[src/rtl/sgcr_pkg.sv]
`timescale 1ns / 1ps
`default_nettype none

package sgcr_pkg;

  // Panel geometry
  localparam logic [15:0] SCREEN_WIDTH  = 16'd320;
  localparam logic [15:0] SCREEN_HEIGHT = 16'd240;

  // Glyph geometry: 7 rows of 5 cells, row-major
  localparam int GLYPH_ROWS  = 7;
  localparam int GLYPH_COLS  = 5;
  localparam int GLYPH_CELLS = GLYPH_ROWS * GLYPH_COLS;

  localparam logic [2:0] LAST_ROW = 3'(GLYPH_ROWS - 1);
  localparam logic [2:0] LAST_COL = 3'(GLYPH_COLS - 1);

  // Character codes held in the font ROM
  localparam logic [7:0] CH_SPACE = 8'h20;
  localparam logic [7:0] CH_DASH  = 8'h2D;
  localparam logic [7:0] CH_3     = 8'h33;
  localparam logic [7:0] CH_B     = 8'h42;
  localparam logic [7:0] CH_E     = 8'h45;
  localparam logic [7:0] CH_H     = 8'h48;
  localparam logic [7:0] CH_I     = 8'h49;
  localparam logic [7:0] CH_L     = 8'h4C;
  localparam logic [7:0] CH_O     = 8'h4F;
  localparam logic [7:0] CH_S     = 8'h53;
  localparam logic [7:0] CH_T     = 8'h54;
  localparam logic [7:0] CH_X     = 8'h58;

  typedef logic [GLYPH_CELLS-1:0] glyph_t;

  // One queued draw transaction, glyph already decoded
  typedef struct packed {
    logic [15:0] pos_x;
    logic [15:0] pos_y;
    logic [7:0]  scale;
    logic [15:0] fg_color;
    logic [15:0] bg_color;
    glyph_t      glyph;
  } job_t;

  // Row 0 in the top bits, column 0 at the MSB of each row.
  // Cell i (row-major) sits at bit GLYPH_CELLS-1-i.
  function automatic glyph_t font_glyph(input logic [7:0] code);
    glyph_t g;
    case (code)
      CH_DASH: g = {5'b00000, 5'b00000, 5'b00000, 5'b11111, 5'b00000, 5'b00000, 5'b00000};
      CH_3:    g = {5'b11110, 5'b00001, 5'b00001, 5'b01110, 5'b00001, 5'b00001, 5'b11110};
      CH_B:    g = {5'b11110, 5'b10001, 5'b10001, 5'b11110, 5'b10001, 5'b10001, 5'b11110};
      CH_E:    g = {5'b11111, 5'b10000, 5'b10000, 5'b11110, 5'b10000, 5'b10000, 5'b11111};
      CH_H:    g = {5'b10001, 5'b10001, 5'b10001, 5'b11111, 5'b10001, 5'b10001, 5'b10001};
      CH_I:    g = {5'b11111, 5'b00100, 5'b00100, 5'b00100, 5'b00100, 5'b00100, 5'b11111};
      CH_L:    g = {5'b10000, 5'b10000, 5'b10000, 5'b10000, 5'b10000, 5'b10000, 5'b11111};
      CH_O:    g = {5'b01110, 5'b10001, 5'b10001, 5'b10001, 5'b10001, 5'b10001, 5'b01110};
      CH_S:    g = {5'b01111, 5'b10000, 5'b10000, 5'b01110, 5'b00001, 5'b00001, 5'b11110};
      CH_T:    g = {5'b11111, 5'b00100, 5'b00100, 5'b00100, 5'b00100, 5'b00100, 5'b00100};
      CH_X:    g = {5'b10001, 5'b10001, 5'b01010, 5'b00100, 5'b01010, 5'b10001, 5'b10001};
      // space and unknown codes render blank
      default: g = '0;
    endcase
    return g;
  endfunction

endpackage

`default_nettype wire

[src/rtl/sgcr_front.sv]
`timescale 1ns / 1ps
`default_nettype none

module sgcr_front
  import sgcr_pkg::*;
(
  input  wire logic               start,
  output logic                    busy,
  input  wire logic signed [15:0] in_pos_x,
  input  wire logic signed [15:0] in_pos_y,
  input  wire logic        [7:0]  in_char_code,
  input  wire logic        [7:0]  in_scale,
  input  wire logic        [15:0] in_fg_color,
  input  wire logic        [15:0] in_bg_color,
  input  wire logic               q_full,
  output logic                    push,
  output job_t                    push_job
);

  assign busy = q_full;
  assign push = start && !q_full;

  // decode glyph on the way in; positions carried as raw bits
  always_comb begin
    push_job.pos_x    = $unsigned(in_pos_x);
    push_job.pos_y    = $unsigned(in_pos_y);
    push_job.scale    = in_scale;
    push_job.fg_color = in_fg_color;
    push_job.bg_color = in_bg_color;
    push_job.glyph    = font_glyph(in_char_code);
  end

endmodule

`default_nettype wire

[src/rtl/sgcr_queue.sv]
`timescale 1ns / 1ps
`default_nettype none

module sgcr_queue
  import sgcr_pkg::*;
(
  input  wire logic clk,
  input  wire logic rst_n,
  input  wire logic push,
  input  job_t      push_job,
  input  wire logic pop,
  output logic      q_valid,
  output job_t      q_job,
  output logic      q_full
);

  job_t       entry_r [2];
  logic       wr_ptr_r, wr_ptr_nxt;
  logic       rd_ptr_r, rd_ptr_nxt;
  logic [1:0] count_r, count_nxt;

  assign q_valid = (count_r != 2'd0);
  assign q_full  = (count_r == 2'd2);
  assign q_job   = entry_r[rd_ptr_r];

  always_comb begin
    wr_ptr_nxt = wr_ptr_r ^ push;
    rd_ptr_nxt = rd_ptr_r ^ pop;
    count_nxt  = count_r + {1'b0, push} - {1'b0, pop};
  end

  always_ff @(posedge clk) begin
    if (!rst_n) begin
      wr_ptr_r <= 1'b0;
      rd_ptr_r <= 1'b0;
      count_r  <= 2'd0;
    end else begin
      wr_ptr_r <= wr_ptr_nxt;
      rd_ptr_r <= rd_ptr_nxt;
      count_r  <= count_nxt;
    end
  end

  always_ff @(posedge clk) begin
    if (push) begin
      entry_r[wr_ptr_r] <= push_job;
    end
  end

endmodule

`default_nettype wire

[src/rtl/sgcr_back.sv]
`timescale 1ns / 1ps
`default_nettype none

module sgcr_back
  import sgcr_pkg::*;
(
  input  wire logic        clk,
  input  wire logic        rst_n,
  input  wire logic        q_valid,
  input  job_t             q_job,
  output logic             pop,
  output logic             out_valid,
  output logic [8:0]       out_rect_x,
  output logic [7:0]       out_rect_y,
  output logic [7:0]       out_rect_w,
  output logic [7:0]       out_rect_h,
  output logic [15:0]      out_fill_color,
  output logic             out_drawn,
  output logic             out_last_cell
);

  // sequencer state
  logic        active_r;
  logic [2:0]  row_r, col_r;
  logic [15:0] base_x_r, cx_r, cy_r;
  logic [7:0]  scale_r;
  logic [15:0] fg_r, bg_r;
  glyph_t      glyph_r;

  // output register
  logic        valid_r;
  logic [8:0]  rect_x_r;
  logic [7:0]  rect_y_r, rect_w_r, rect_h_r;
  logic [15:0] color_r;
  logic        drawn_r, last_r;

  logic        last_now;
  logic        drawn_c;
  logic [16:0] x_end, y_end;
  logic [15:0] x_room, y_room;
  logic [7:0]  w_c, h_c;

  assign last_now = active_r && (row_r == LAST_ROW) && (col_r == LAST_COL);
  assign pop      = q_valid && (!active_r || last_now);

  always_comb begin
    drawn_c = (cx_r < SCREEN_WIDTH) && (cy_r < SCREEN_HEIGHT) && (scale_r != 8'd0);
    x_end   = {1'b0, cx_r} + {9'd0, scale_r};
    y_end   = {1'b0, cy_r} + {9'd0, scale_r};
    x_room  = SCREEN_WIDTH - cx_r;
    y_room  = SCREEN_HEIGHT - cy_r;
    w_c     = (x_end > {1'b0, SCREEN_WIDTH})  ? x_room[7:0] : scale_r;
    h_c     = (y_end > {1'b0, SCREEN_HEIGHT}) ? y_room[7:0] : scale_r;
  end

  always_ff @(posedge clk) begin
    if (!rst_n) begin
      active_r <= 1'b0;
      valid_r  <= 1'b0;
    end else begin
      valid_r <= active_r;
      if (pop) begin
        active_r <= 1'b1;
      end else if (last_now) begin
        active_r <= 1'b0;
      end
    end
  end

  // walk the cells: corners advance by scale, one cell per cycle
  always_ff @(posedge clk) begin
    if (pop) begin
      row_r    <= 3'd0;
      col_r    <= 3'd0;
      base_x_r <= q_job.pos_x;
      cx_r     <= q_job.pos_x;
      cy_r     <= q_job.pos_y;
      scale_r  <= q_job.scale;
      fg_r     <= q_job.fg_color;
      bg_r     <= q_job.bg_color;
      glyph_r  <= q_job.glyph;
    end else if (active_r) begin
      glyph_r <= {glyph_r[GLYPH_CELLS-2:0], 1'b0};
      if (col_r == LAST_COL) begin
        col_r <= 3'd0;
        row_r <= row_r + 3'd1;
        cx_r  <= base_x_r;
        cy_r  <= cy_r + {8'd0, scale_r};
      end else begin
        col_r <= col_r + 3'd1;
        cx_r  <= cx_r + {8'd0, scale_r};
      end
    end
  end

  always_ff @(posedge clk) begin
    if (active_r) begin
      rect_x_r <= drawn_c ? cx_r[8:0] : 9'd0;
      rect_y_r <= drawn_c ? cy_r[7:0] : 8'd0;
      rect_w_r <= drawn_c ? w_c : 8'd0;
      rect_h_r <= drawn_c ? h_c : 8'd0;
      color_r  <= glyph_r[GLYPH_CELLS-1] ? fg_r : bg_r;
      drawn_r  <= drawn_c;
      last_r   <= last_now;
    end
  end

  assign out_valid      = valid_r;
  assign out_rect_x     = rect_x_r;
  assign out_rect_y     = rect_y_r;
  assign out_rect_w     = rect_w_r;
  assign out_rect_h     = rect_h_r;
  assign out_fill_color = color_r;
  assign out_drawn      = drawn_r;
  assign out_last_cell  = last_r && valid_r;

endmodule

`default_nettype wire

[src/rtl/scaled_glyph_cell_rasterizer.sv]
`timescale 1ns / 1ps
`default_nettype none

// Scaled glyph cell rasterizer: 5x7 bitmap font character generator.
// Input channel: a draw transaction (in_pos_x/in_pos_y signed, in_char_code,
// in_scale, in_fg_color, in_bg_color) is taken at a clock edge with start
// high and busy low. Codes not in the 12-glyph font render blank.
// Output channel: 35 cell rectangles per transaction, row-major, each shown
// for exactly one cycle with out_valid high; out_last_cell flags the 35th.
// The receiver cannot stall; results must be taken as they come.
// An accepted transaction is written into the queue, popped into the
// sequencer registers, and its rectangles leave through the output register.
// The back end puts out one rectangle per cycle, set by the cell sequencer;
// successive transactions stream with no gap between their rectangle bursts.
// Structure: the front end decodes the glyph and writes a 2-entry queue;
// the back end pops a job and walks its cells, stepping the corner by
// scale and clipping at the panel edge.
// busy is high while the queue is full, i.e. up to two transactions can
// wait behind the one being drawn.
// Reset (synchronous, rst_n low) empties the queue, stops the sequencer
// and drops out_valid; payload registers are not cleared.

module scaled_glyph_cell_rasterizer
  import sgcr_pkg::*;
(
  input  wire logic               clk,
  input  wire logic               rst_n,
  input  wire logic               start,
  output logic                    busy,
  input  wire logic signed [15:0] in_pos_x,
  input  wire logic signed [15:0] in_pos_y,
  input  wire logic        [7:0]  in_char_code,
  input  wire logic        [7:0]  in_scale,
  input  wire logic        [15:0] in_fg_color,
  input  wire logic        [15:0] in_bg_color,
  output logic                    out_valid,
  output logic             [8:0]  out_rect_x,
  output logic             [7:0]  out_rect_y,
  output logic             [7:0]  out_rect_w,
  output logic             [7:0]  out_rect_h,
  output logic             [15:0] out_fill_color,
  output logic                    out_drawn,
  output logic                    out_last_cell
);

  logic push, pop, q_valid, q_full;
  job_t push_job, q_job;

  // front: accept and decode
  sgcr_front u_front (
    .start        (start),
    .busy         (busy),
    .in_pos_x     (in_pos_x),
    .in_pos_y     (in_pos_y),
    .in_char_code (in_char_code),
    .in_scale     (in_scale),
    .in_fg_color  (in_fg_color),
    .in_bg_color  (in_bg_color),
    .q_full       (q_full),
    .push         (push),
    .push_job     (push_job)
  );

  // decoupling queue between front and back
  sgcr_queue u_queue (
    .clk      (clk),
    .rst_n    (rst_n),
    .push     (push),
    .push_job (push_job),
    .pop      (pop),
    .q_valid  (q_valid),
    .q_job    (q_job),
    .q_full   (q_full)
  );

  // back: cell sequencer and registered result port
  sgcr_back u_back (
    .clk            (clk),
    .rst_n          (rst_n),
    .q_valid        (q_valid),
    .q_job          (q_job),
    .pop            (pop),
    .out_valid      (out_valid),
    .out_rect_x     (out_rect_x),
    .out_rect_y     (out_rect_y),
    .out_rect_w     (out_rect_w),
    .out_rect_h     (out_rect_h),
    .out_fill_color (out_fill_color),
    .out_drawn      (out_drawn),
    .out_last_cell  (out_last_cell)
  );

endmodule

`default_nettype wire

[config.mk]
export PLATFORM = sky130hd
export DESIGN_NAME = scaled_glyph_cell_rasterizer
export DESIGN_NICKNAME = d
export VERILOG_FILES = /design/src/rtl/sgcr_pkg.sv /design/src/rtl/sgcr_front.sv /design/src/rtl/sgcr_queue.sv /design/src/rtl/sgcr_back.sv /design/src/rtl/scaled_glyph_cell_rasterizer.sv
export SDC_FILE = /design/constraint.sdc
export NUM_CORES = 1
export LEC_CHECK = 0
export BUFFER_PORTS_ARGS = -buffer_cell sky130_fd_sc_hd__clkbuf_2
export CORE_MARGIN = 2
export CORE_UTILIZATION = 40
export DETAILED_ROUTE_END_ITERATION = 8
export HOLD_SLACK_MARGIN = 0.03
export PLACE_DENSITY = 0.56
export SYNTH_ARGS = -nofsm -noshare
export SYNTH_HDL_FRONTEND = slang
export SYNTH_SLANG_ARGS = --single-unit
[constraint.sdc]
create_clock -name clk -period 8.69 [get_ports clk]
set_clock_uncertainty 0.1 [all_clocks]
set_input_delay 1.738 -clock clk [delete_from_list [all_inputs] [get_ports clk]]
set_output_delay 1.738 -clock clk [all_outputs]
set_load 0.01 [all_outputs]
==> results.py <==
metrics = {
    "worst_setup_path": {
        "cpPeakStageDelay_ns": 0.67,
        "critPathMaxFanout": 60,
        "rr_endpoint": "u_back.cx_r[5]$_DFFE_PP_",
        "arrival_ns": 3.88,
        "r2r.worst_path.cells": 11,
        "cp-startpoint": "u_back.col_r[0]$_SDFFE_PP0P_",
        "cp-start-kind": "flop",
        "path_cells": "inv_1 -> ha_1 -> and3_1 -> nand3_1 -> nand2_1 -> o21ai_2 -> buf_4 -> inv_4 -> buf_4 -> buf_4 -> o21ai_0",
        "slowest_stage": "buf_4",
        "path_common_cell": "buf_4",
        "critical_path_required_ns": 8.86,
        "reg2reg_slack_ns": 4.98,
        "cp-end-kind": "flop",
        "r2r_start": "u_back.col_r[0]$_SDFFE_PP0P_",
        "critical_path_class": "reg -> reg",
    },
    "sta": {
        "worstMarginPinSlew_ns": 0.9860,
        "period_share": 0.4266,
        "finalSetupViolCount": 0,
        "rsz0062_at_grt": "false",
        "finalMaxSlewViolations": 0,
        "setup_ws_ns": 4.983,
        "slew_headroom": 0.3427,
        "min_period_ns": 3.707,
        "fmax_mhz": 269.8,
        "hold_ws_ns": 0.3925,
        "setup_tns_ns": 0,
        "hold_viol_final": 0,
    },
    "place": {
        "post-dp-hpwl_um": 20000,
        "io_buffer_count": 135,
        "routabilityCongestion": 0.8340,
        "placed_cells": 1710,
        "dpl_worst_slack_ns": 4.585,
    },
    "drt": {
        "drc": 0,
        "wl_um": 31020,
        "firstDrtPassIters": 4,
        "ant_nets": 0,
        "avgRoutedWirePerCell_um": 17.40,
        "via_per_inst": 4.958,
        "vias": 8840,
        "drt_iter0_markers": 537,
    },
    "hold_path": {
        "hold_path_class": "reg -> reg",
        "whs_endpoint": "u_back.col_r[0]$_SDFFE_PP0P_",
        "hold_depth": 2,
        "min_from": "u_back.col_r[0]$_SDFFE_PP0P_",
    },
    "clock_tree": {
        "post-cts-setup-buffers": 0,
        "cts_resized": 0,
        "cts_buffers": 41,
        "cts.sink_count": 373,
        "root_buffer": "clkbuf_16",
        "htreeDepth": 2,
        "cts_tree": "yes",
        "holdBufCountCts": 0,
        "clk_latency_ns": 0.56,
        "clk_pin_slew_ns": 0.06,
        "cts.path.max_buffers": 3,
    },
    "floorplan": {
        "die_area_mm2": 0.04141,
        "io_pins": 136,
        "initial_core_util": 0.4025,
        "die_x_um": 203.5,
        "fp.coreArea_mm2": 0.03955,
        "num_rows": 73,
        "die_h_um": 203.5,
    },
    "yosys": {
        "ys_top_cells_by_area": "edfxtp_1 (68%), mux2_2 (5.2%), mux2i_1 (3.5%)",
        "synth_nets": 1198,
        "synth-edff-count": 360,
        "ys_types": 65,
        "async_reset_ff_frac": 0,
        "syn_inst": 1087,
        "syn_area_per_cell_um2": 14.64,
        "ys_seq_area_frac": 0.6955,
        "yosys_warnings": 0,
        "synth_flop_cell": "edfxtp_1",
        "synth_top_cell_area_share": 0.6791,
        "syn-cell-area_mm2": 0.01592,
        "ys_ff_latch": 373,
        "synth_top_area_cell": "edfxtp_1",
    },
    "finish": {
        "diodes": 0,
        "layout.nets": 1339,
        "syn_to_final_growth_pct": 16.11,
        "regArea_mm2": 0.01108,
        "multi_input_area_mm2": 0.004589,
        "final_layout_size_suffix_gt1_frac": 0.2393,
        "utilization": 0.4673,
        "n_fill_cell": 3490,
        "layout.cells.non_filler": 1783,
    },
    "pwr": {
        "peakVddDrop_v": 0.0002066,
        "power.leakage_uw": 0.006664,
        "power_density_mw_per_mm2": 359.1,
    },
    "global_routing": {
        "grt_usage": 0.1521,
        "grt-ovfl-total": 0,
        "grt_max_degree": 70,
        "grt_pass1_vias": 8808,
        "antenna_found_initial": 4,
        "grt_first_pass_wirelength_um": 48490,
    },
    "run_status": {
        "status": "complete, no violations",
    },
    "flow_run": {
        "max_cap_violations": 0,
    },
}
==> layout by cell type, fill, tap and decap left out, types with 5 or more instances in the layout <==
cell type,instances
clkbuf_16,42
mux2i_1,56
mux2_2,73
inv_1,24
xor2_1,16
a21oi_1,53
buf_4,10
o21ai_0,37
nor2b_1,19
edfxtp_1,360
clkinv_2,9
and2_1,25
a31oi_1,10
xnor2_1,29
clkinv_1,8
a211oi_1,11
o21a_1,17
clkbuf_2,135
ha_1,24
nor2_1,62
nand3_1,18
nand2_1,93
nor4_1,5
clkbuf_1,5
nand2b_1,6
or3_1,10
dfxtp_1,11
and3_1,6
nor3_1,9
o21bai_1,5
==> sequential cells by signal (all words and copies together) (netlist names), 9 cells and up, named ones only <==
register               flops
u_back.glyph_r            35
u_queue.entry_r          186
u_back.bg_r               16
u_back.out_fill_color     16
u_back.cx_r               16
u_back.cy_r               16
u_back.out_rect_x          9
u_back.base_x_r           16
u_back.fg_r               16
==> area by class of cell <==
| class | count | area share |
|---|---|---|
| tap | 525 | 0.03554 |
| sequential | 373 | 0.5992 |
| inverter | 25 | 0.005213 |
| multi-input combinational | 642 | 0.2483 |
| timing repair buffer | 145 | 0.04062 |
| clock inverter | 25 | 0.01246 |
| clock buffer | 48 | 0.05862 |
==> where the power goes <==
group	switching, uW	total, uW	internal, uW
logic	1130	1940	805
registers	315	3010	2700
clock network	698	1690	988
==> metal layers <==
metal | up-vias | track usage | routed length, um
met1 | 4249 | 0.2003 | 13930
met3 | 57 | 0.03260 | 1507
li1 | 4364 | - | -
met2 | 166 | 0.2477 | 14740
met4 | 4 | 0.05839 | 819
met5 | - | 0 | 24
==> Yosys cell counts, drive strengths merged, types with 11 or more instances <==
library cell / instances
inv: 25
nor2b: 19
xor2: 16
buf: 17
xnor2: 29
a21oi: 53
ha: 26
mux2: 74
o21ai: 41
and2: 25
dfxtp: 13
edfxtp: 360
o21a: 18
nor2: 62
nand3: 19
nand2: 93
clkbuf: 30
mux2i: 56
a211oi: 14
or3: 11
==> critical path, delay by kind of cell (launching register included) <==
family,cells,cell delay [ns]
buf+inv,5,1.98
compound gates,2,0.28
fa+ha+maj,1,0.17
flops,1,0.32
simple gates,3,0.52
==> kinds of logic (layout without fill, tap and decap cells) <==
family | Yosys count | count (layout) | share of synthesized area
AOI/OAI and AO/OA | 172 | 172 | 0.06972
xor gates and xnor gates | 45 | 45 | 0.02476
adders and majority gates | 28 | 28 | 0.02295
buffers and inverters | 72 | 243 | 0.01886
DFF | 373 | 373 | 0.6955
muxes | 130 | 130 | 0.08780
and+or+nand+nor | 267 | 267 | 0.08041
==> metrics by stage <==
step | power (uW) | cell area, um^2
5_1_grt | 7066 | 18480
6_report | 6638 | 18480
2_1_floorplan | 4452 | 15920
4_1_cts | 6729 | 18480
3_5_place_dp | 5013 | 17170
3_3_place_gp | 4980 | 17170
==> worst max path at each step <==
stage | endpoint
after floorplan | u_queue.count_r[1]$_SDFF_PN0_
after global placement | u_queue.entry_r[1][15]$_DFFE_PP_
after detailed placement | u_queue.entry_r[1][30]$_DFFE_PP_
after CTS | u_back.cx_r[5]$_DFFE_PP_
after global routing | u_back.cx_r[5]$_DFFE_PP_
final | u_back.cx_r[5]$_DFFE_PP_
(Power assumes the default switching activity.)
